===== src/rtl/core/cob_pkg.sv =====
// shared types and constants of the overlay blend core
// no dependencies; used by the top level, cob_addr, cob_lane and the checker
package cob_pkg;

  localparam int CoordW  = 12;
  localparam int CfgW    = 13;
  localparam int CfgIdxW = 2;
  localparam int ChanW   = 8;
  localparam int TexelW  = 32;
  localparam int IdxW    = 12;
  localparam int NumChan = 3;

  localparam logic [ChanW-1:0] ChanMax = 8'd255;

  localparam logic [CfgW-1:0] ResetWidth  = 13'd64;
  localparam logic [CfgW-1:0] ResetHeight = 13'd64;

  typedef enum logic {
    KindLoad  = 1'b0,
    KindPixel = 1'b1
  } cob_kind_e;

  typedef enum logic [CfgIdxW-1:0] {
    RegOverlayX      = 2'd0,
    RegOverlayY      = 2'd1,
    RegOverlayWidth  = 2'd2,
    RegOverlayHeight = 2'd3
  } cob_reg_e;

  typedef struct packed {
    logic p1;
    logic p2;
    logic p3;
    logic p4;
  } cob_addr_en_t;

  typedef struct packed {
    logic mul;
    logic sum;
  } cob_lane_en_t;

endpackage


===== src/rtl/core/cob_addr.sv =====
// window test and texel address pipeline (four stages)
// depends on cob_pkg; address wraps modulo the store depth by reciprocal
module cob_addr #(
  parameter int OVERLAY_TEXELS = 4096,
  parameter int COORD_BITS     = 12
) (
  input  logic                                                       clk_i,
  input  cob_pkg::cob_addr_en_t                                      en_i,
  input  logic [cob_pkg::CoordW-1:0]                                 pixel_col_i,
  input  logic [cob_pkg::CoordW-1:0]                                 pixel_row_i,
  input  logic signed [cob_pkg::CfgW-1:0]                            ox_i,
  input  logic signed [cob_pkg::CfgW-1:0]                            oy_i,
  input  logic [cob_pkg::CfgW-1:0]                                   ow_i,
  input  logic [cob_pkg::CfgW-1:0]                                   oh_i,
  output logic                                                       hit_o,
  output logic [(OVERLAY_TEXELS > 1 ? $clog2(OVERLAY_TEXELS) : 1)-1:0] addr_o
);

  localparam int CW       = cob_pkg::CoordW;
  localparam int OW       = cob_pkg::CfgW;
  localparam int DW       = OW + 2;
  localparam int LW       = 2 * OW;
  localparam int AW       = (OVERLAY_TEXELS > 1) ? $clog2(OVERLAY_TEXELS) : 1;
  localparam int Log2N    = $clog2(OVERLAY_TEXELS);
  localparam int Shift    = LW + Log2N;
  localparam int RW       = LW + 2;
  localparam int PW       = LW + RW;
  localparam int UsedBits = (COORD_BITS < CW) ? COORD_BITS : CW;
  localparam longint unsigned Recip =
    ((64'd1 << Shift) + 64'(OVERLAY_TEXELS) - 64'd1) / 64'(OVERLAY_TEXELS);
  localparam logic [CW-1:0] CoordMask = CW'((64'd1 << UsedBits) - 64'd1);

  logic [CW-1:0]        col_m, row_m;
  logic signed [DW-1:0] dx_d, dy_d;
  logic                 hit1_d;
  logic                 hit1_q, hit2_q, hit3_q, hit4_q;
  logic [OW-1:0]        dx1_q, dy1_q;
  logic [LW-1:0]        lin2_d, lin2_q, lin3_q;
  logic [PW-1:0]        prod3_d, prod3_q;
  logic [LW-1:0]        quo, rem;
  logic [AW-1:0]        addr4_q;

  // stage 1: offsets into the window and the window test
  always_comb begin
    col_m  = pixel_col_i & CoordMask;
    row_m  = pixel_row_i & CoordMask;
    dx_d   = DW'($signed({1'b0, col_m})) - DW'(ox_i);
    dy_d   = DW'($signed({1'b0, row_m})) - DW'(oy_i);
    hit1_d = !dx_d[DW-1] && !dy_d[DW-1] &&
             (dx_d[DW-2:0] < (DW-1)'(ow_i)) && (dy_d[DW-2:0] < (DW-1)'(oh_i));
  end

  // stage 2: row-major linear address
  assign lin2_d = LW'(dy1_q) * LW'(ow_i) + LW'(dx1_q);

  // stage 3: quotient estimate by reciprocal
  assign prod3_d = PW'(lin2_q) * PW'(Recip);

  // stage 4: remainder
  always_comb begin
    quo = LW'(prod3_q >> Shift);
    rem = lin3_q - LW'(quo * LW'(OVERLAY_TEXELS));
  end

  always_ff @(posedge clk_i) begin
    if (en_i.p1) begin
      hit1_q <= hit1_d;
      dx1_q  <= dx_d[OW-1:0];
      dy1_q  <= dy_d[OW-1:0];
    end
    if (en_i.p2) begin
      hit2_q <= hit1_q;
      lin2_q <= lin2_d;
    end
    if (en_i.p3) begin
      hit3_q  <= hit2_q;
      lin3_q  <= lin2_q;
      prod3_q <= prod3_d;
    end
    if (en_i.p4) begin
      hit4_q  <= hit3_q;
      addr4_q <= AW'(rem);
    end
  end

  assign hit_o  = hit4_q;
  assign addr_o = addr4_q;

endmodule


===== config.mk =====
export PLATFORM = sky130hd
export DESIGN_NAME = cob_addr
export DESIGN_NICKNAME = d
export VERILOG_FILES = /design/src/rtl/core/cob_pkg.sv /design/src/rtl/core/cob_addr.sv
export SDC_FILE = /design/constraint.sdc
export NUM_CORES = 1
export LEC_CHECK = 0
export BUFFER_PORTS_ARGS = -buffer_cell sky130_fd_sc_hd__buf_2
export CORE_ASPECT_RATIO = 2
export CORE_MARGIN = 2
export CORE_UTILIZATION = 55
export DETAILED_ROUTE_END_ITERATION = 8
export GPL_TIMING_DRIVEN = 0
export PLACE_DENSITY_LB_ADDON = 0.2
export SYNTH_ARGS = -nofsm -noshare
export SYNTH_HDL_FRONTEND = slang
export SYNTH_SLANG_ARGS = --single-unit

===== constraint.sdc =====
create_clock -name clk_i -period 6.35 [get_ports clk_i]
set_input_delay 0.635 -clock clk_i [delete_from_list [all_inputs] [get_ports clk_i]]
set_output_delay 0.635 -clock clk_i [all_outputs]
set_load 0.03 [all_outputs]

# After elaboration in Yosys (flattened, before gate mapping)

Index checks and enable logic that the tools add are counted.
Widths: inputs -> output; s select.

Register bits after elaboration: 65
Input bits: 81
Output and inout port bits: 13
Word-level logic and storage cells: 21

Add/subtract/negate cells: 4
$mul: 1
Magnitude comparators: 2
Reduce and logical (&&, ||, !) cells: 5

Operators by type and width:

| cell                  | count |
|---|---|
| $lt 14x13->1          | 2 |
| $sub 13x13->14        | 2 |
| $mul 13x13->12        | 1 |
| $add 12x12->12        | 1 |
| $sub 12x1->12 const B | 1 |
| $logic_and 1x1->1     | 3 |
| $logic_not 1->1       | 2 |

# Longest topological paths before layout

Depth after elaboration: 5
Gate-level depth with buffers: 19
Depth with buffers taken out: 18

# Least setup slack after synthesis

No wires, ideal clock.

Kind: input port to flip-flop
Start: input port ow_i[2] (netlist bit)
End: register lin2_q[11] (data pin)
Library setup time: 260 ps
Arrival time: 4736 ps
Data required time: 6090 ps
Slack: 1354 ps
Stages: 16
Path buffers: 1
Cell sequence: clkbuf_1 -> and2_1 -> fa_1 -> inv_1 -> fa_1 -> inv_1 -> fa_1 -> inv_1 -> fa_1 -> fa_1 -> inv_1 -> ha_1 -> a21o_1 -> a2111oi_0 -> nor3_1 -> xnor2_1

Longest elaborated chain between the ends: 2

Ends and longest elaborated chain:

| element              | line           | RTL |
|---|---|---|
| start, declared      | cob_addr.sv:13 | `input logic [cob_pkg::CfgW-1:0] ow_i,` |
| $mul 13x13->12       | cob_addr.sv:54 | `assign lin2_d = LW'(dy1_q) * LW'(ow_i) + LW'(dx1_q);` |
| $add 12x12->12       | cob_addr.sv:54 |  |
| via lin2_d[11]       | cob_addr.sv:38 | `logic [LW-1:0] lin2_d, lin2_q, lin3_q;` |
| end signal, assigned | cob_addr.sv:73 | `lin2_q <= lin2_d;` |
| end, declared        | cob_addr.sv:38 |  |

The timed path passes the listed nets, and every way through them passes these cells.
A chain may end at the register's enable or synchronous reset.

# Final worst setup path

Ends and elaborated chain as after synthesis.

==> results.json <==
{
  "drtPass1Iterations": 5,
  "async_reset_ff_frac": 0,
  "rr_startpoint": "dy1_q[3]$_DFFE_PP_",
  "crit_path_end_kind": "flip-flop",
  "run_status": "finished clean",
  "overflow": 0,
  "yosysSeqAreaShare": 0.3146,
  "slew_viol_final": 0,
  "crit_start": "ow_i[2]",
  "hp-start": "lin3_q[0]$_DFFE_PP_",
  "leakage_nw": 3.480,
  "antenna_found_initial": 0,
  "cp-start-kind": "input pin",
  "grt_max_degree": 26,
  "finalSetupViolCount": 0,
  "h-tree-depth": 3,
  "numCtsBuffers": 9,
  "grt_pass1_vias": 4851,
  "critical_path.max_fanout": 10,
  "syn-cell-area_sq_um": 6110,
  "clock_sinks": 64,
  "drc_errors": 0,
  "path_cells": "buf_2, clkbuf_1, and2_1, fa_1, inv_1, fa_1, inv_1, fa_1, inv_1, fa_1, fa_1, inv_1, ha_1, a21o_1, a2111oi_0, nor3_1, xnor2_1",
  "synth_flop_cell": "edfxtp_1",
  "synth_top_area_share": 0.3146,
  "viasPerCell": 5.192,
  "ctsResizeCount": 0,
  "postRouteAntennaNets": 0,
  "synth.avg_cell_area_sq_um": 10.07,
  "io_buffers": 91,
  "ios": 94,
  "start_util": 0.5617,
  "fin_crit_sh": 0.8197,
  "rsz0062_at_grt": "false",
  "gp_congestion": 0.8917,
  "fmax_ghz": 0.1921,
  "wl_per_cell_um": 15.01,
  "critical_path.most_common_cell": "fa_1",
  "p_sw_frac": 0.4066,
  "dieWidth_um": 78.53,
  "synthesis.nets": 820,
  "core_sq_um": 10880,
  "cpPeakStageDelay_ns": 0.54,
  "pre_cts_slack_ns": 0.7854,
  "fin_skew_ns": 0.006132,
  "internal-power_mw": 1.825,
  "grt_pass1_wl_um": 21380,
  "switchingPower_mw": 1.250,
  "vdd_drop_max_uv": 341.8,
  "dieArea_sq_um": 12020,
  "worstHoldPathType": "flip-flop to flip-flop",
  "path_clk_slew_ns": 0.05,
  "yosys-top-cells-area": "edfxtp_1 31%, ha_1 17%, fa_1 16%",
  "ys_types": 45,
  "drive_gt1_frac": 0.1597,
  "pwr-share-seq": 0.236,
  "required_ns": 6.43,
  "postCtsSetupBuffers": 0,
  "power_per_cell_area_nw_per_um2": 437.6,
  "dp_hpwl_um": 10950,
  "path_buf_inv": 6,
  "fin_crit_ns": 5.205,
  "pwr-share-clk": 0.155,
  "slowest_stage": "fa_1",
  "cts_tree": "built",
  "combPwrFrac": 0.610,
  "root_buffer": "clkbuf_16",
  "finalSetupTns_ns": 0,
  "synth-edff-count": 64,
  "synth_warnings": 0,
  "drt-total-wl_um": 12820,
  "crit_arrival_ns": 5.29,
  "netlist_instances": 607,
  "clock_latency_ns": 0.34,
  "hold_viol": 0,
  "critical_path_class": "input pin to flip-flop",
  "layout_setup_ws_ns": 1.145,
  "nets": 922,
  "antenna_cells": 0,
  "maxCapViolCount": 0,
  "relSlewSlack": 0.5048,
  "nFillCells": 896,
  "path_delay_family": "adder cells",
  "ctsHoldBuffers": 0,
  "rows": 54,
  "yosysTopAreaCell": "edfxtp_1",
  "drt_iter0_drc": 109,
  "worst_pin_slew_ns": 0.7241,
  "yosysMostFrequentCell": "inv_1",
  "synth_common_cells": "143 x inv_1, 82 x ha_1, 64 x edfxtp_1, 53 x nand2_1, 50 x fa_1",
  "die_y_um": 153.1,
  "clk_path_buf_depth": 2,
  "synth-seq-cells": 64,
  "num_vias": 4434,
  "syn2layout_area_growth_pct": 15.03,
  "grt_use_total": 0.2311
}
-- cell families after synthesis --
group	after synthesis	synth area share
AND/OR/NAND/NOR	137	0.1096
flip-flops	64	0.3146
AO/OA/AOI/OAI	75	0.08110
buffers and inverters	151	0.09420
XOR/XNOR	48	0.06881
adder cells (fa/ha/maj)	132	0.3318
-- metrics by stage --
step                instance area, sq um  cells    util  hold slack (ns)  total power [mW]
finish                              7028    854  0.6461           0.4179             3.075
global route                        7028    854  0.6461           0.4228             3.375
CTS                                 7028    854  0.6461           0.4196             3.105
detailed placement                  6740    838  0.6196           0.4054             2.612
global placement                    6740    838  0.6196           0.4027             2.485
floorplan                           6110    607       -           0.4003             2.177
-- worst reg2reg max path, stage by stage, from the launching register on --
cell and delay, ns:
edfxtp_1 0.57, and2_1 0.24, fa_1 0.53, inv_1 0.05, fa_1 0.50, inv_1 0.05, ha_1 0.31, ha_1 0.29
inv_1 0.05, fa_1 0.53, inv_1 0.05, ha_1 0.33, a21oi_1 0.18, o21bai_1 0.12, a21o_1 0.21, a2111oi_0 0.52
nor3_1 0.16, xnor2_1 0.17
-- power groups by stage --
stage	Combinational [mW]	Sequential [mW]	Clock (mW)
floorplan	1.44	0.741	0
CTS	1.90	0.727	0.480
detailed placement	1.88	0.733	0
finish	1.87	0.725	0.476
global placement	1.76	0.729	0
global route	2.15	0.736	0.493
-- cells in the final DEF (no fill, tap or decap), drive strengths merged, types with 2 or more instances in the layout --
cell type | Yosys | layout
a2111oi | 2 | 2
a211oi | 4 | 4
a21boi | 5 | 5
a21o | 8 | 8
a21oi | 17 | 17
and2 | 36 | 36
buf | 3 | 94
clkbuf | 5 | 14
clkinv | 0 | 4
clkinvlp | 0 | 2
edfxtp | 64 | 64
fa | 50 | 50
ha | 82 | 82
inv | 143 | 143
nand2 | 54 | 54
nand2b | 4 | 4
nand3 | 2 | 2
nand4 | 2 | 2
nor2 | 22 | 22
nor2b | 5 | 5
nor3 | 4 | 4
nor4 | 2 | 2
o21a | 9 | 9
o21ai | 17 | 17
o21bai | 4 | 4
o31ai | 2 | 2
or2 | 2 | 2
xnor2 | 39 | 39
xor2 | 9 | 9
-- flip-flops by register name (all words and copies together), names as in the netlist, 12 cells and up --
signal and cells:
dx1_q 12, dy1_q 12, lin2_q 12, addr_o 12
lin3_q 12
-- path summary, 6_finish.rpt --
| path | slack (ns) | cells after the start | end |
|---|---|---|---|
| max | 1.15 | 17 | lin2_q[11]$_DFFE_PP_ |
| min | 0.42 | 0 | addr_o[0]$_DFFE_PP_ |
| max reg2reg | 1.25 | 17 | lin2_q[11]$_DFFE_PP_ |
| min reg2reg | 0.42 | 0 | addr_o[0]$_DFFE_PP_ |
-- routing by layer --
| layer | GRT usage | vias to the layer above | routed length, um |
|---|---|---|---|
| li1 | - | 2151 | - |
| met1 | 0.1968 | 2154 | 3984 |
| met2 | 0.4807 | 108 | 7991 |
| met3 | 0.03719 | 21 | 421 |
| met4 | 0.1103 | 0 | 423 |
| met5 | 0 | - | 0 |
-- final cells by class --
cell class                      count  area (sq um)  share of cell area
Buffer                              8         38.79            0.005519
Clock buffer                        9         225.2             0.03205
Clock inverter                      7         62.56            0.008902
Inverter                          143         536.8             0.07638
Multi-Input combinational cell    392          3612              0.5140
Sequential cell                    64          1922              0.2735
Tap cell                          140         175.2             0.02492
Timing Repair Buffer               91         455.4             0.06480
(Power assumes the default switching activity.)
