$ cat src/rtl/core/cob_pkg.sv
// shared types and constants of the overlay blend core
// no dependencies; used by the top level, cob_addr, cob_lane and the checker
package cob_pkg;

  localparam int CoordW  = 12;
  localparam int CfgW    = 13;
  localparam int CfgIdxW = 2;
  localparam int ChanW   = 8;
  localparam int TexelW  = 32;
  localparam int IdxW    = 12;
  localparam int NumChan = 3;

  localparam logic [ChanW-1:0] ChanMax = 8'd255;

  localparam logic [CfgW-1:0] ResetWidth  = 13'd64;
  localparam logic [CfgW-1:0] ResetHeight = 13'd64;

  typedef enum logic {
    KindLoad  = 1'b0,
    KindPixel = 1'b1
  } cob_kind_e;

  typedef enum logic [CfgIdxW-1:0] {
    RegOverlayX      = 2'd0,
    RegOverlayY      = 2'd1,
    RegOverlayWidth  = 2'd2,
    RegOverlayHeight = 2'd3
  } cob_reg_e;

  typedef struct packed {
    logic p1;
    logic p2;
    logic p3;
    logic p4;
  } cob_addr_en_t;

  typedef struct packed {
    logic mul;
    logic sum;
  } cob_lane_en_t;

endpackage

$ cat src/rtl/core/cob_lane.sv
// one channel blend lane: a*src/255 + (255-a)*dst/255, two stages
// depends on cob_pkg
module cob_lane (
  input  logic                        clk_i,
  input  cob_pkg::cob_lane_en_t       en_i,
  input  logic [cob_pkg::ChanW-1:0]   alpha_i,
  input  logic [cob_pkg::ChanW-1:0]   src_i,
  input  logic [cob_pkg::ChanW-1:0]   dst_i,
  output logic [cob_pkg::ChanW-1:0]   res_o
);

  localparam int CH = cob_pkg::ChanW;
  localparam int MW = 2 * CH;

  logic [CH-1:0]   inv_alpha;
  logic [MW-1:0]   fg_d, bg_d, fg_q, bg_q;
  logic [MW:0]     fg_t, bg_t;
  logic [CH-1:0]   fg_div, bg_div;
  logic [CH-1:0]   res_q;

  assign inv_alpha = cob_pkg::ChanMax - alpha_i;
  assign fg_d      = MW'(alpha_i) * MW'(src_i);
  assign bg_d      = MW'(inv_alpha) * MW'(dst_i);

  // exact floor(x/255) for 16-bit products
  always_comb begin
    fg_t   = (MW+1)'(fg_q) + (MW+1)'(fg_q >> CH) + (MW+1)'(1);
    bg_t   = (MW+1)'(bg_q) + (MW+1)'(bg_q >> CH) + (MW+1)'(1);
    fg_div = CH'(fg_t >> CH);
    bg_div = CH'(bg_t >> CH);
  end

  always_ff @(posedge clk_i) begin
    if (en_i.mul) begin
      fg_q <= fg_d;
      bg_q <= bg_d;
    end
    if (en_i.sum) begin
      res_q <= fg_div + bg_div;
    end
  end

  assign res_o = res_q;

endmodule

$ cat config.mk
export PLATFORM = sky130hd
export DESIGN_NAME = cob_lane
export DESIGN_NICKNAME = d
export VERILOG_FILES = /design/src/rtl/core/cob_pkg.sv /design/src/rtl/core/cob_lane.sv
export SDC_FILE = /design/constraint.sdc
export NUM_CORES = 1
export LEC_CHECK = 0
export BUFFER_PORTS_ARGS = -buffer_cell sky130_fd_sc_hd__buf_2
export CAP_MARGIN = 15
export CORE_ASPECT_RATIO = 1.2
export CORE_MARGIN = 2
export CORE_UTILIZATION = 30
export CTS_CLUSTER_DIAMETER = 50
export DETAILED_ROUTE_END_ITERATION = 7
export SLEW_MARGIN = 0
export SYNTH_ARGS = -nofsm -noshare
export SYNTH_HDL_FRONTEND = slang
export SYNTH_SLANG_ARGS = --single-unit
$ cat constraint.sdc
create_clock -name clk_i -period 7.85 [get_ports clk_i]
set_input_delay 1.57 -clock clk_i [delete_from_list [all_inputs] [get_ports clk_i]]
set_output_delay 1.57 -clock clk_i [all_outputs]
set_load 0.01 [all_outputs]
# After elaboration in Yosys (flattened, before gate mapping)
# Index checks and enable logic that the tools add are counted.
[word_totals] reg_bits=40 in_bits=27 out_inout_bits=8 elab_cells=11
[classes] add_sub_neg=6 multipliers=2
[op_table] cell="adder 16 x 1 -> 16 bit, second input constant" n=2
[op_table] cell="adder 16 x 8 -> 16 bit" n=2
[op_table] cell="multiplier 8 x 8 -> 16 bit" n=2
[op_table] cell="adder 8 bit" n=1
[op_table] cell="subtractor 8 bit, first input constant" n=1

# Logic depth before layout (Yosys ltp)
# Gate-level depths: netlist (run 1).
[depth] depth_word=3 depth_mapped=17 depth_no_buf=16

# Least setup slack after synthesis (run 1)
# No wires, ideal clock.
[synth_path] kind="in2reg" from="input port alpha_i[5] in the netlist's numbering" to="register fg_q[15] (data pin)" setup_time_ns=0.265 stages=16 t_arrival_ns=5.303 required_time_ns=7.585 path_slack_ns=2.282 path_buffers=1 path_cell_list="clkbuf_1 nand2_1 fa_1 fa_1 inv_1 fa_1 inv_1 fa_1 inv_1 ha_1 o21a_1 o31a_1 o31a_1 o21bai_4 a21oi_2 or3_1"
[synth_between] elab_chain_len=1
[synth_rtl] item="start: declaration" line="cob_lane.sv:6" text="input logic [cob_pkg::ChanW-1:0] alpha_i,"
[synth_rtl] item="multiplier 8 x 8 -> 16 bit" line="cob_lane.sv:22" text="assign fg_d = MW'(alpha_i) * MW'(src_i);"
[synth_rtl] item="via fg_d[15]" line="cob_lane.sv:16" text="logic [MW-1:0] fg_d, bg_d, fg_q, bg_q;"
[synth_rtl] item="end signal: assignment" line="cob_lane.sv:35" text="fg_q <= fg_d;"
[synth_rtl] item="end: declaration" line="cob_lane.sv:16"
# The timed path passes the listed nets, and every way through them passes these cells.
# A chain may end at the register's enable or synchronous reset.

# Worst setup path in the final report (run 1)
# Ends and elaborated chain as after synthesis.

==> results of run 1 <==
-- worst max-delay path, cell delays in order --
cell	delay, ps
sky130_fd_sc_hd__buf_2	260
sky130_fd_sc_hd__nand2_1	130
sky130_fd_sc_hd__fa_1	520
sky130_fd_sc_hd__fa_1	550
sky130_fd_sc_hd__inv_1	50
sky130_fd_sc_hd__fa_1	480
sky130_fd_sc_hd__inv_1	50
sky130_fd_sc_hd__fa_1	470
sky130_fd_sc_hd__inv_1	40
sky130_fd_sc_hd__ha_1	320
sky130_fd_sc_hd__o21a_1	140
sky130_fd_sc_hd__o31a_1	170
sky130_fd_sc_hd__o31a_1	230
sky130_fd_sc_hd__o21bai_4	90
sky130_fd_sc_hd__and3_1	140
sky130_fd_sc_hd__or3_1	380
-- per-layer routing --
| metal | up-vias | GRT usage (%) | share of wire (%) |
|---|---|---|---|
| li1 | 2185 | - | - |
| met4 | 0 | 3.14 | 1.7 |
| met2 | 79 | 19.0 | 48 |
| met5 | - | 0 | 0 |
| met1 | 2014 | 16.8 | 47 |
| met3 | 13 | 0.931 | 3.0 |
-- logic make-up after synthesis --
kind of cell | after synthesis | synth area share (%)
AND/OR/NAND/NOR | 206 | 18.4
adder cells (fa/ha/maj) | 166 | 41.3
buffers and inverters | 120 | 7.11
AO/OA/AOI/OAI | 76 | 9.01
flip-flops | 40 | 18.9
XOR/XNOR | 35 | 5.05
multiplexers | 1 | 0.158
-- worst max-delay path by stage --
stage	from	slack [ps]	to	cells past startpoint
final	alpha_i[5]	2300	fg_q[15]	16
after global routing	alpha_i[1]	2110	bg_q[13]	16
after global placement	alpha_i[5]	2100	fg_q[15]	16
after CTS	alpha_i[5]	2310	fg_q[15]	16
after detailed placement	alpha_i[5]	2010	fg_q[15]	16
after floorplan	alpha_i[5]	2280	fg_q[15]	16
-- final cells by class --
| cell class | count | share of cell area (%) |
|---|---|---|
| Clock buffer | 5 | 1.79 |
| Clock inverter | 3 | 0.609 |
| Inverter | 111 | 5.96 |
| Multi-Input combinational cell | 484 | 67.2 |
| Sequential cell | 40 | 17.2 |
| Tap cell | 270 | 4.83 |
| Timing Repair Buffer | 34 | 2.43 |
-- flip-flops by register name (all words and copies together), names as in the netlist --
name / count
bg_q: 16
res_o: 8
fg_q: 16
-- report_power, final --
| part | internal, mW | switching (mW) | leakage (nW) | total [mW] |
|---|---|---|---|---|
| clock | 0.149 | 0.0821 | 0.0798 | 0.231 |
| sequential | 0.408 | 0.0652 | 0.390 | 0.473 |
| combinational | 0.650 | 0.723 | 2.77 | 1.37 |
| total | 1.21 | 0.870 | 3.24 | 2.08 |
-- layout by cell type (no fill, tap or decap), types with 2 or more instances in the layout --
master and instances:
sky130_fd_sc_hd__a211oi_1 5, sky130_fd_sc_hd__o41ai_1 2, sky130_fd_sc_hd__or2_1 2, sky130_fd_sc_hd__edfxtp_1 40, sky130_fd_sc_hd__nand3_1 14, sky130_fd_sc_hd__nand4_1 2
sky130_fd_sc_hd__nand2_1 24, sky130_fd_sc_hd__a21oi_1 10, sky130_fd_sc_hd__ha_1 93, sky130_fd_sc_hd__and4_1 3, sky130_fd_sc_hd__o211ai_1 6, sky130_fd_sc_hd__o21ai_1 2
sky130_fd_sc_hd__nor4_1 2, sky130_fd_sc_hd__inv_1 111, sky130_fd_sc_hd__nor2b_1 51, sky130_fd_sc_hd__fa_1 73, sky130_fd_sc_hd__o21ai_0 11, sky130_fd_sc_hd__xnor2_1 29
sky130_fd_sc_hd__and3_1 2, sky130_fd_sc_hd__buf_2 34, sky130_fd_sc_hd__and2_1 52, sky130_fd_sc_hd__o21a_1 12, sky130_fd_sc_hd__nand2b_1 15, sky130_fd_sc_hd__clkbuf_16 5
sky130_fd_sc_hd__o31a_1 6, sky130_fd_sc_hd__or4_1 2, sky130_fd_sc_hd__a21o_1 5, sky130_fd_sc_hd__nor2_1 28, sky130_fd_sc_hd__xor2_1 5, sky130_fd_sc_hd__o311ai_1 3
sky130_fd_sc_hd__nor3_1 2
-- stage by stage --
| step | util, % | power (mW) |
|---|---|---|
| global route | 33.4 | 2.33 |
| detailed placement | 32.6 | 1.86 |
| floorplan | - | 1.56 |
| global placement | 32.6 | 1.84 |
| CTS | 33.4 | 2.11 |
| finish | 33.4 | 2.08 |
==> tab_implementation.tex, run 1 <==
\begin{tabular}{lr}
\hline
Metric & Value \\
\hline
\multicolumn{2}{l}{\textbf{Status}} \\
Run status & completed \\
\multicolumn{2}{l}{\textbf{Logic synthesis}} \\
Fraction of post-synthesis cell area in the top cell type by area & a little under a quarter \\
Largest area contributor in the netlist & sky130\_fd\_sc\_hd\_\_fa\_1 \\
Combined area of all synthesized cells & approximately 6300 um\^{}2 \\
Proportion of synthesized chip area in sequential cells & 18.9\% \\
Synth warnings & 0 \\
Number of instances in the synthesized netlist & 644 \\
Prevailing post-synth register cell & sky130\_fd\_sc\_hd\_\_edfxtp\_1 \\
Distinct cell type count of the synthesized netlist & 54 \\
Mapped Avg Cell Area & around 9.9 um\^{}2 \\
Leading cell types by total area after synthesis & sky130\_fd\_sc\_hd\_\_fa\_1 (23\%), sky130\_fd\_sc\_hd\_\_edfxtp\_1 (19\%), sky130\_fd\_sc\_hd\_\_ha\_1 (18\%) \\
Count of flip-flops with a built-in enable after synthesis & 40 \\
Post-synthesis async set-or-reset flop share & 0\% \\
Post-synth top cells & sky130\_fd\_sc\_hd\_\_inv\_1 (111), sky130\_fd\_sc\_hd\_\_ha\_1 (93), sky130\_fd\_sc\_hd\_\_fa\_1 (73) \\
Most common cell in the synthesized netlist & sky130\_fd\_sc\_hd\_\_inv\_1 \\
Yosys reg bits & 40 \\
Post-synthesis net count & approximately 840 \\
\multicolumn{2}{l}{\textbf{Hold path}} \\
Hold\_sp & bg\_q[8] \\
Type of the tightest min-delay check & register to register \\
Worst-case hold path end point & res\_o[0] \\
Number of cells on the worst hold path & 2 \\
\multicolumn{2}{l}{\textbf{Place}} \\
Post-placement worst setup slack & approximately 2000 ps \\
Sum of net half-perimeters after detailed placement & 10,200 um \\
Weighted congestion reported at the end of routability-driven placement & 0.784 \\
Input/output buffers & 34 \\
Standard cell area after detailed placement & just under 7000 um\^{}2 \\
Cell count after placement & roughly 940 \\
\multicolumn{2}{l}{\textbf{Timing}} \\
Share of the clock period used by the worst path & between 70 and 80\% \\
Worst-case hold slack & approximately 860 ps \\
Slew HR & between 50\% and 60\% \\
Unrepaired setup endpoints after global routing & false \\
Sum Neg Setup Slack & 0 ps \\
Minimum setup slack in the final design & about 2300 ps \\
Final Skew & between 3 and 4 ps \\
Number of endpoints with negative hold slack in the final report & 0 \\
Peak clock frequency supported by timing & roughly 0.18 GHz \\
Period minus WS final & between 5000 and 6000 ps \\
Worst-Margin Slew & 651 ps \\
Max-slew violations & 0 \\
\# setup viols final & 0 \\
\multicolumn{2}{l}{\textbf{Clock tree}} \\
Number of instances resized during post-cts repair & 0 \\
TritonCTS Buffers & 5 \\
CTS tree & done \\
Buffer levels on the longest clock path & 2 \\
Clock tree root driver cell & sky130\_fd\_sc\_hd\_\_clkbuf\_16 \\
Clock sinks & 40 \\
CTS clk-pin slew, worst paths & around 60 ps \\
Quantity of hold-fixing buffers added after cts & 0 \\
Post-CTS repair timing setup buffer count & 0 \\
H-tree levels & 2 \\
Clock network latency to the later pin of the worst-skew pair & between 200 and 300 ps \\
\multicolumn{2}{l}{\textbf{Floorplan}} \\
Std cell rows & between 50 and 60 \\
Vert. Die Dim & between 150 and 200 um \\
CORE AREA & 20,900 um\^{}2 \\
Die span in x & between 100 and 150 um \\
Die outline area & between 20,000 and 25,000 um\^{}2 \\
I/O pin total & 35 \\
Effective utilization at floorplan & 30.4\% \\
\multicolumn{2}{l}{\textbf{Final layout}} \\
Final antenna diode count & 0 \\
Layout Nets & a little under 900 \\
Layout Cell Area excl Fill & approximately 7000 um\^{}2 \\
Footprint of the multi-input gates & approximately 4700 um\^{}2 \\
Number of fillers in the final layout & between 2,000 and 2,500 \\
Layout overhead on the synthesized area & 10.1\% \\
Post-route insts no fill & $\sim$950 \\
Proportion of layout cells with a drive suffix above 1 & roughly 8\% \\
Sequential Area & around 1200 um\^{}2 \\
\multicolumn{2}{l}{\textbf{Power and ir drop}} \\
Cell area power density & 297 nW/um\^{}2 \\
Maximum vdd ir drop & approximately 0.15 mV \\
Leakage & about 3.2 nW \\
\multicolumn{2}{l}{\textbf{Worst setup path}} \\
Critical path class & input port to register \\
End of the worst register-to-register path & res\_o[7] \\
Kind of end point of the critical path & register \\
Critical path startpoint category & input port \\
Worst-path maximum fanout & 16 \\
Cell depth of the worst flop-to-flop path & 13 \\
Worst R2R Setup Slack & roughly 4200 ps \\
Launching point of the worst reg2reg path & bg\_q[13] \\
Req. time, crit path & $\sim$7900 ps \\
Critical path arrival & approximately 5600 ps \\
\multicolumn{2}{l}{\textbf{Global route}} \\
First-pass GRT wire length & between 20,000 and 25,000 um \\
Number of antenna violations at the first check in global routing & 0 \\
Total global routing track utilization & a little under an eighth \\
Maximum number of pins on one net before global-route repair & 33 \\
GRT overflow & 0 \\
Vias in the first global route & about 4,300 \\
\multicolumn{2}{l}{\textbf{Detailed routing}} \\
Total wirelength of the detailed-routed design & between 10,000 and 15,000 um \\
DRC violation total after the first TritonRoute iteration & about 220 \\
Via count & 4,291 \\
Number of vias per cell & between 4 and 5 \\
Iteration count of the initial detailed-routing pass & 4 \\
Count of nets left with antenna violations after detail routing & 0 \\
Average routed wire per standard cell & $\sim$13 um \\
Post-route DRC violation count & 0 \\
\multicolumn{2}{l}{\textbf{Run}} \\
Max Cap Violations & 0 \\
\hline
\end{tabular}
Power figures use the tool's default switching activity.
==> inputs of run 2 (changes only) <==
Settings changed: ABC_AREA set to 1.
Clock period 7.85 ns to 5.65 ns, I/O delays scaled along.
==> tab_implementation.tex, run 2 <==
\begin{tabular}{lr}
\hline
Metric & Value \\
\hline
\multicolumn{2}{l}{\textbf{Clock tree}} \\
Clock tree root driver cell & sky130\_fd\_sc\_hd\_\_clkbuf\_16 \\
TritonCTS Buffers & 5 (unchanged) \\
H-tree levels & 2 (unchanged) \\
Number of instances resized during post-cts repair & 0 (unchanged) \\
CTS tree & done \\
Clock sinks & 40 (unchanged) \\
Quantity of hold-fixing buffers added after cts & 0 (unchanged) \\
Buffer levels on the longest clock path & 2 (unchanged) \\
CTS clk-pin slew, worst paths & 60 ps (about the same) \\
Clock network latency to the later pin of the worst-skew pair & 280 ps (about the same) \\
Post-CTS repair timing setup buffer count & 0 (unchanged) \\
\multicolumn{2}{l}{\textbf{Worst setup path}} \\
Worst path depth & 19 (+3) \\
Kind of end point of the critical path & register \\
CP Buf/Inv Count & 6 (+2) \\
Worst-path maximum fanout & 7 (-9) \\
Critical path class & input port to register \\
Critical path's top delay family & adder cells \\
Critical path startpoint category & input port \\
Slowest stage cell on the critical path & sky130\_fd\_sc\_hd\_\_fa\_1 \\
Cell depth of the worst flop-to-flop path & 15 (+2) \\
Critical path arrival & 4910 ps (-670 ps) \\
Peak per-stage delay on the critical path & 530 ps (-20 ps) \\
Req. time, crit path & 5690 ps (-2190 ps) \\
Cell with the most instances on the worst path & sky130\_fd\_sc\_hd\_\_inv\_1 \\
Critical path cell sequence & buf\_2 -> inv\_1 -> or2\_2 -> fa\_1 -> fa\_1 -> inv\_1 -> fa\_1 -> inv\_1 -> fa\_1 -> inv\_1 -> ha\_1 -> nand2\_1 -> inv\_1 -> a21oi\_1 -> o21ai\_2 -> nand3\_1 -> nand2\_1 -> nand2\_1 -> nand2\_1 \\
\multicolumn{2}{l}{\textbf{Detailed routing}} \\
Number of vias per cell & 4.35 (-3.9\%) \\
Count of nets left with antenna violations after detail routing & 0 (unchanged) \\
Average routed wire per standard cell & 11.3 um (-11\%) \\
Total wirelength of the detailed-routed design & 12,700 um (+5.1\%) \\
Post-route DRC violation count & 0 (unchanged) \\
Via count & 4,876 (+14\%) \\
DRC violation total after the first TritonRoute iteration & 181 (-18\%) \\
Iteration count of the initial detailed-routing pass & 4 (unchanged) \\
\multicolumn{2}{l}{\textbf{Status}} \\
Run status & completed \\
\multicolumn{2}{l}{\textbf{Power and ir drop}} \\
Leakage & 4.12 nW (+27\%) \\
Cell area power density & 405 nW/um\^{}2 (+36\%) \\
Maximum vdd ir drop & 0.149 mV (-0.79\%) \\
Total Power Consumption & 2.88 mW (+38\%) \\
\multicolumn{2}{l}{\textbf{Final layout}} \\
Commonest cells after routing, fill and taps aside & sky130\_fd\_sc\_hd\_\_inv\_1 (215), sky130\_fd\_sc\_hd\_\_nand2\_1 (177), sky130\_fd\_sc\_hd\_\_ha\_1 (93), sky130\_fd\_sc\_hd\_\_nor2\_1 (74), sky130\_fd\_sc\_hd\_\_fa\_1 (73) \\
Layout Nets & 1,038 (+19\%) \\
Layout Cell Area excl Fill & 7100 um\^{}2 (+1.6\%) \\
Proportion of layout cells with a drive suffix above 1 & 7.68\% (-0.15 points) \\
Layout overhead on the synthesized area & 9.30\% \\
Commonest non-fill, non-tap cell in the layout & sky130\_fd\_sc\_hd\_\_inv\_1 \\
Final antenna diode count & 0 (unchanged) \\
\multicolumn{2}{l}{\textbf{Timing}} \\
\# setup viols final & 0 (unchanged) \\
Final Skew & 3.36 ps (+0.0788 ps) \\
Slew HR & 55.3\% (-1.3 points) \\
Worst-Margin Slew & 671 ps (+20.1 ps) \\
Number of endpoints with negative hold slack in the final report & 0 (unchanged) \\
Peak clock frequency supported by timing & just over 0.2 GHz \\
Period minus WS final & between 4000 and 5000 ps \\
Unrepaired setup endpoints after global routing & false \\
Sum Neg Setup Slack & 0 ps (unchanged) \\
Max-slew violations & 0 (unchanged) \\
Share of the clock period used by the worst path & 86.2\% \\
\multicolumn{2}{l}{\textbf{Logic synthesis}} \\
Synth warnings & 0 (unchanged) \\
Post-synthesis net count & 1,012 (+21\%) \\
Distinct cell type count of the synthesized netlist & 32 (-41\%) \\
Leading cell types by total area after synthesis & sky130\_fd\_sc\_hd\_\_fa\_1 (22\%), sky130\_fd\_sc\_hd\_\_edfxtp\_1 (18\%), sky130\_fd\_sc\_hd\_\_ha\_1 (18\%) \\
Post-synthesis xor/xnor area fraction & 4.31\% (-0.73 points) \\
Share of synthesized cell area in full adder, half adder and majority cells & 40.4\% (-0.96 points) \\
Largest area contributor in the netlist & sky130\_fd\_sc\_hd\_\_fa\_1 \\
Post-synthesis compound-gate area fraction & 5.22\% (-3.8 points) \\
Largest family of logic cells by synthesized area & adder cells \\
Share of synthesized cell area in and, or, nand and nor gates & 18.0\% (-0.37 points) \\
Post-synth top cells & sky130\_fd\_sc\_hd\_\_inv\_1 (215), sky130\_fd\_sc\_hd\_\_nand2\_1 (177), sky130\_fd\_sc\_hd\_\_ha\_1 (93) \\
Most common cell in the synthesized netlist & sky130\_fd\_sc\_hd\_\_inv\_1 \\
Prevailing post-synth register cell & sky130\_fd\_sc\_hd\_\_edfxtp\_1 \\
Mapped Avg Cell Area & 7.94 um\^{}2 (-19\%) \\
Number of instances in the synthesized netlist & 819 (+27\%) \\
Count of flip-flops with a built-in enable after synthesis & 40 (unchanged) \\
Multiplexer area fraction after synthesis & 0\% (-0.16 points) \\
Fraction of post-synthesis cell area in the top cell type by area & 22.5\% (-0.54 points) \\
Yosys reg bits & 40 (unchanged) \\
Combined area of all synthesized cells & 6500 um\^{}2 (+2.4\%) \\
Proportion of synthesized chip area in sequential cells & 18.5\% (-0.44 points) \\
Post-synthesis async set-or-reset flop share & 0\% (unchanged) \\
\multicolumn{2}{l}{\textbf{Floorplan}} \\
Effective utilization at floorplan & 30.3\% (-0.12 points) \\
I/O pin total & 35 (unchanged) \\
Std cell rows & 59 (+1.7\%) \\
Die span in x & 138 um (+1.2\%) \\
CORE AREA & 21,500 um\^{}2 (+2.8\%) \\
Die outline area & 22,900 um\^{}2 (+2.3\%) \\
Vert. Die Dim & 165 um (+1.2\%) \\
\multicolumn{2}{l}{\textbf{Global route}} \\
Total global routing track utilization & 11.7\% (-0.030 points) \\
First-pass GRT wire length & 22,000 um (+4.6\%) \\
GRT overflow & 0 (unchanged) \\
Maximum number of pins on one net before global-route repair & 33 (unchanged) \\
Vias in the first global route & 4,727 (+11\%) \\
Number of antenna violations at the first check in global routing & 0 (unchanged) \\
\multicolumn{2}{l}{\textbf{Run}} \\
Max Cap Violations & 0 (unchanged) \\
\multicolumn{2}{l}{\textbf{Place}} \\
Weighted congestion reported at the end of routability-driven placement & 0.843 (+7.5\%) \\
Standard cell area after detailed placement & 6960 um\^{}2 (+2.0\%) \\
Sum of net half-perimeters after detailed placement & 10,900 um (+7.0\%) \\
Input/output buffers & 34 (unchanged) \\
\multicolumn{2}{l}{\textbf{Hold path}} \\
Number of cells on the worst hold path & 3 (+1) \\
Type of the tightest min-delay check & register to register \\
\hline
\end{tabular}
run 2: cell count changes after synthesis, sizes merged, moves of 16 or more:
cell   change
and2      -51
xor2      +16
nor2      +50
nand2    +156
xnor2     -18
a21oi     +24
nor2b     -52
inv      +108
run 2: area by class of cell:
type | count | area (um^2)
inverters | 219 | 822
fillers | 2254 | 14400
clock inverters | 3 | 18.8
multi-input cells | 544 | 4420
well taps | 274 | 343
repair buffers | 35 | 178
flip-flops and latches | 40 | 1200
clock buffers | 5 | 125
run 2: metrics by stage:
step / utilization [%] / hold WS (ps) / worst slack (ps) / cells
after CTS: 33.1 / 859 / 768 / 1120
after detailed placement: 32.4 / 841 / 458 / 1112
final: 33.1 / 855 / 780 / 1120
after floorplan: - / 732 / 776 / 819
after global routing: 33.1 / 885 / 442 / 1120
after global placement: 32.4 / 837 / 512 / 1112
run 2: layer usage:
layer	GRT usage (%)	part of all wire [%]	vias up
li1	-	-	2513
met1	14.8	46	2275
met2	21.3	50	76
met3	1.36	2.7	12
met4	3.06	1.7	0
met5	0	0	-
run 2: path summary, 6_finish.rpt:
kind | end | slack (ps) | from
worst max-delay path | bg_q[13] | 780 | dst_i[4]
worst min-delay path | res_o[0] | 850 | fg_q[8]
worst max register to register | res_o[6] | 2470 | bg_q[14]
worst min register to register | res_o[0] | 850 | fg_q[8]
run 2: worst register-to-register path: cells and delay by family (launching register included):
| kind | cells | cell delay (ps) |
|---|---|---|
| AOI/OAI and AO/OA | 4 | 760 |
| xor gates and xnor gates | 2 | 320 |
| adders and majority gates | 3 | 920 |
| buffers and inverters | 2 | 100 |
| DFF | 1 | 480 |
| and+or+nand+nor | 4 | 350 |
run 2: logic make-up after synthesis:
logic type / count (synthesis)
simple gates: 292
buf+inv: 235
fa+ha+maj: 166
compound gates: 54
flops: 40
xor+xnor: 32
run 2: where the power goes:
group | internal, mW | total, mW | switching [mW]
registers | 0.563 | 0.644 | 0.0811
logic | 0.789 | 1.95 | 1.17
clock network | 0.162 | 0.278 | 0.116
==> inputs of run 3 (changes only) <==
Settings changed: BUFFER_PORTS_ARGS -buffer_cell sky130_fd_sc_hd__buf_2 to unset, DONT_BUFFER_PORTS set to 1.
==> tab_implementation.tex, run 3 (synthesis results as in run 2) <==
\begin{tabular}{lr}
\hline
Metric & Value \\
\hline
\multicolumn{2}{l}{\textbf{Status}} \\
Run status & completed \\
\multicolumn{2}{l}{\textbf{Clock tree}} \\
Quantity of hold-fixing buffers added after cts & 0 (unchanged) \\
CTS clk-pin slew, worst paths & 60 ps (about the same) \\
Buffer levels on the longest clock path & 2 (unchanged) \\
Clock network latency to the later pin of the worst-skew pair & 290 ps (about the same) \\
CTS tree & done \\
TritonCTS Buffers & 5 (unchanged) \\
Clock sinks & 40 (unchanged) \\
H-tree levels & 2 (unchanged) \\
Post-CTS repair timing setup buffer count & 0 (unchanged) \\
Number of instances resized during post-cts repair & 0 (unchanged) \\
Clock tree root driver cell & sky130\_fd\_sc\_hd\_\_clkbuf\_16 \\
\multicolumn{2}{l}{\textbf{Worst setup path}} \\
Critical path arrival & 4810 ps (-100 ps) \\
CP Buf/Inv Count & 5 (-1) \\
Req. time, crit path & 5700 ps (about the same) \\
Critical path cell sequence & inv\_1 -> or2\_2 -> fa\_1 -> fa\_1 -> inv\_1 -> fa\_1 -> inv\_1 -> fa\_1 -> inv\_1 -> ha\_1 -> nand2\_1 -> inv\_1 -> a21oi\_1 -> o21ai\_2 -> nand3\_1 -> nand2\_1 -> nand2\_1 -> nand2\_1 \\
Critical path's top delay family & adder cells \\
Peak per-stage delay on the critical path & 530 ps (about the same) \\
Cell with the most instances on the worst path & sky130\_fd\_sc\_hd\_\_inv\_1 \\
Critical path class & input port to register \\
Slowest stage cell on the critical path & sky130\_fd\_sc\_hd\_\_fa\_1 \\
Launching point of the worst reg2reg path & bg\_q[14] \\
Worst R2R Setup Slack & 2450 ps (-20 ps) \\
Critical path startpoint category & input port \\
Worst-path maximum fanout & 7 (unchanged) \\
Kind of end point of the critical path & register \\
End of the worst register-to-register path & res\_o[6] \\
Cell depth of the worst flop-to-flop path & 15 (unchanged) \\
\multicolumn{2}{l}{\textbf{Global route}} \\
Maximum number of pins on one net before global-route repair & 33 (unchanged) \\
GRT overflow & 0 (unchanged) \\
Vias in the first global route & 4,909 (+3.9\%) \\
Number of antenna violations at the first check in global routing & 1 (+1) \\
Total global routing track utilization & 12.1\% (+0.39 points) \\
First-pass GRT wire length & 22,500 um (+2.4\%) \\
\multicolumn{2}{l}{\textbf{Timing}} \\
Period minus WS final & 4760 ps (-108 ps) \\
Max-slew violations & 0 (unchanged) \\
Unrepaired setup endpoints after global routing & false \\
Peak clock frequency supported by timing & 0.210 GHz (+2.3\%) \\
\# setup viols final & 0 (unchanged) \\
Sum Neg Setup Slack & 0 ps (unchanged) \\
Worst-Margin Slew & 285 ps (-385 ps) \\
Share of the clock period used by the worst path & 84.3\% (-1.9 points) \\
Slew HR & 80.8\% (+25 points) \\
Number of endpoints with negative hold slack in the final report & 0 (unchanged) \\
Final Skew & 2.87 ps (-0.490 ps) \\
\multicolumn{2}{l}{\textbf{Detailed routing}} \\
Via count & 4,756 (-2.5\%) \\
Iteration count of the initial detailed-routing pass & 4 (unchanged) \\
Count of nets left with antenna violations after detail routing & 0 (unchanged) \\
DRC violation total after the first TritonRoute iteration & 212 (+17\%) \\
Total wirelength of the detailed-routed design & 12,700 um (+0.56\%) \\
Number of vias per cell & 4.38 (+0.69\%) \\
Post-route DRC violation count & 0 (unchanged) \\
Average routed wire per standard cell & 11.7 um (+3.8\%) \\
\multicolumn{2}{l}{\textbf{Power and ir drop}} \\
Switch share & 47.3\% (about the same) \\
Combinational fraction of design power & 66.5\% (-1.4 points) \\
Sequential group share of total power & 23.4\% (+1.0 points) \\
Cell internal pwr & 1.50 mW (-1.1\%) \\
Maximum vdd ir drop & 0.157 mV (+5.3\%) \\
Total Power Consumption & 2.84 mW (-1.2\%) \\
Switching power total & 1.35 mW (-1.3\%) \\
Cell area power density & 410 nW/um\^{}2 (+1.3\%) \\
Leakage & 3.98 nW (-3.2\%) \\
Clock network fraction of design power & 10.2\% (+0.5 points) \\
\multicolumn{2}{l}{\textbf{Run}} \\
Max Cap Violations & 0 (unchanged) \\
\multicolumn{2}{l}{\textbf{Place}} \\
Weighted congestion reported at the end of routability-driven placement & 0.817 (-3.1\%) \\
Input/output buffers & 0 (-100\%) \\
Sum of net half-perimeters after detailed placement & 10,900 um (-0.48\%) \\
\multicolumn{2}{l}{\textbf{Final layout}} \\
Number of fillers in the final layout & 2,245 (-0.40\%) \\
Commonest cells after routing, fill and taps aside & sky130\_fd\_sc\_hd\_\_inv\_1 (215), sky130\_fd\_sc\_hd\_\_nand2\_1 (177), sky130\_fd\_sc\_hd\_\_ha\_1 (93), sky130\_fd\_sc\_hd\_\_nor2\_1 (74), sky130\_fd\_sc\_hd\_\_fa\_1 (73) \\
Commonest non-fill, non-tap cell in the layout & sky130\_fd\_sc\_hd\_\_inv\_1 \\
Proportion of layout cells with a drive suffix above 1 & 3.82\% (-3.9 points) \\
Final antenna diode count & 0 (unchanged) \\
Layout overhead on the synthesized area & 6.60\% \\
Layout Nets & 1,003 (-3.4\%) \\
\multicolumn{2}{l}{\textbf{Floorplan}} \\
Die outline area & 22,900 um\^{}2 (unchanged) \\
CORE AREA & 21,500 um\^{}2 (unchanged) \\
Vert. Die Dim & 165 um (unchanged) \\
Std cell rows & 59 (unchanged) \\
Effective utilization at floorplan & 30.3\% (unchanged) \\
I/O pin total & 35 (unchanged) \\
Die span in x & 138 um (unchanged) \\
\multicolumn{2}{l}{\textbf{Hold path}} \\
Number of cells on the worst hold path & 3 (unchanged) \\
Type of the tightest min-delay check & register to register \\
Hold\_sp & bg\_q[8] \\
Worst-case hold path end point & res\_o[0] \\
\hline
\end{tabular}
[run 3: cell count changes in the layout (fill, tap and decap cells not counted), sizes merged]
cell,previous run,this run
clkinvlp,2,1
inv,219,220
buf,35,0
[run 3: how the worst max path moves through the flow]
stage | startpoint | end | cells after the start
after floorplan | dst_i[4] | bg_q[13] | 18
after global placement | dst_i[4] | bg_q[13] | 18
after detailed placement | dst_i[4] | bg_q[13] | 18
after CTS | dst_i[4] | bg_q[13] | 18
after global routing | dst_i[4] | bg_q[13] | 18
final | dst_i[4] | bg_q[13] | 18
[run 3: power by group through the flow]
| stage | clock network [mW] | logic (mW) | registers, mW |
|---|---|---|---|
| floorplan | 0 | 1.54 | 0.636 |
| global placement | 0 | 1.89 | 0.673 |
| detailed placement | 0 | 1.92 | 0.676 |
| CTS | 0.304 | 1.94 | 0.670 |
| global route | 0.312 | 2.26 | 0.681 |
| finish | 0.289 | 1.89 | 0.664 |
[run 3: worst register-to-register path: stages (launching register included)]
cell,delay (ps)
sky130_fd_sc_hd__edfxtp_1,480
sky130_fd_sc_hd__ha_1,330
sky130_fd_sc_hd__nand2_1,80
sky130_fd_sc_hd__inv_1,40
sky130_fd_sc_hd__a21oi_1,130
sky130_fd_sc_hd__nand2_1,120
sky130_fd_sc_hd__a21oi_4,250
sky130_fd_sc_hd__xor2_1,180
sky130_fd_sc_hd__ha_1,180
sky130_fd_sc_hd__inv_1,60
sky130_fd_sc_hd__fa_1,400
sky130_fd_sc_hd__o21ai_0,290
sky130_fd_sc_hd__a21oi_1,130
sky130_fd_sc_hd__nor2_1,100
sky130_fd_sc_hd__nor2_1,50
sky130_fd_sc_hd__xnor2_1,130
[run 3: area by class of cell]
class,count,area [um^2],area share [%]
clock inverters,3,21.3,0.307
well taps,274,343,4.95
clock buffers,5,125,1.81
flip-flops and latches,40,1200,17.3
multi-input cells,544,4420,63.7
inverters,219,822,11.9
[run 3: per-stage QoR]
stage               worst slack, ps  hold slack (ps)  util (%)  instances  instance area, um^2
floorplan                       776              732         -        819                 6500
CTS                             877              895      32.3       1085                 6930
global route                    621              933      32.3       1085                 6930
global placement                636              869      31.6       1077                 6780
detailed placement              572              880      31.6       1077                 6780
finish                          888              871      32.3       1085                 6930
[run 3: layer usage]
layer  GRT usage [%]  share of wire (%)  vias up
met5               0               0.10        -
met3            2.13                3.4       14
met4            3.01                1.3        2
li1                -                  -     2452
met2            22.3                 50       71
met1            14.6                 45     2217
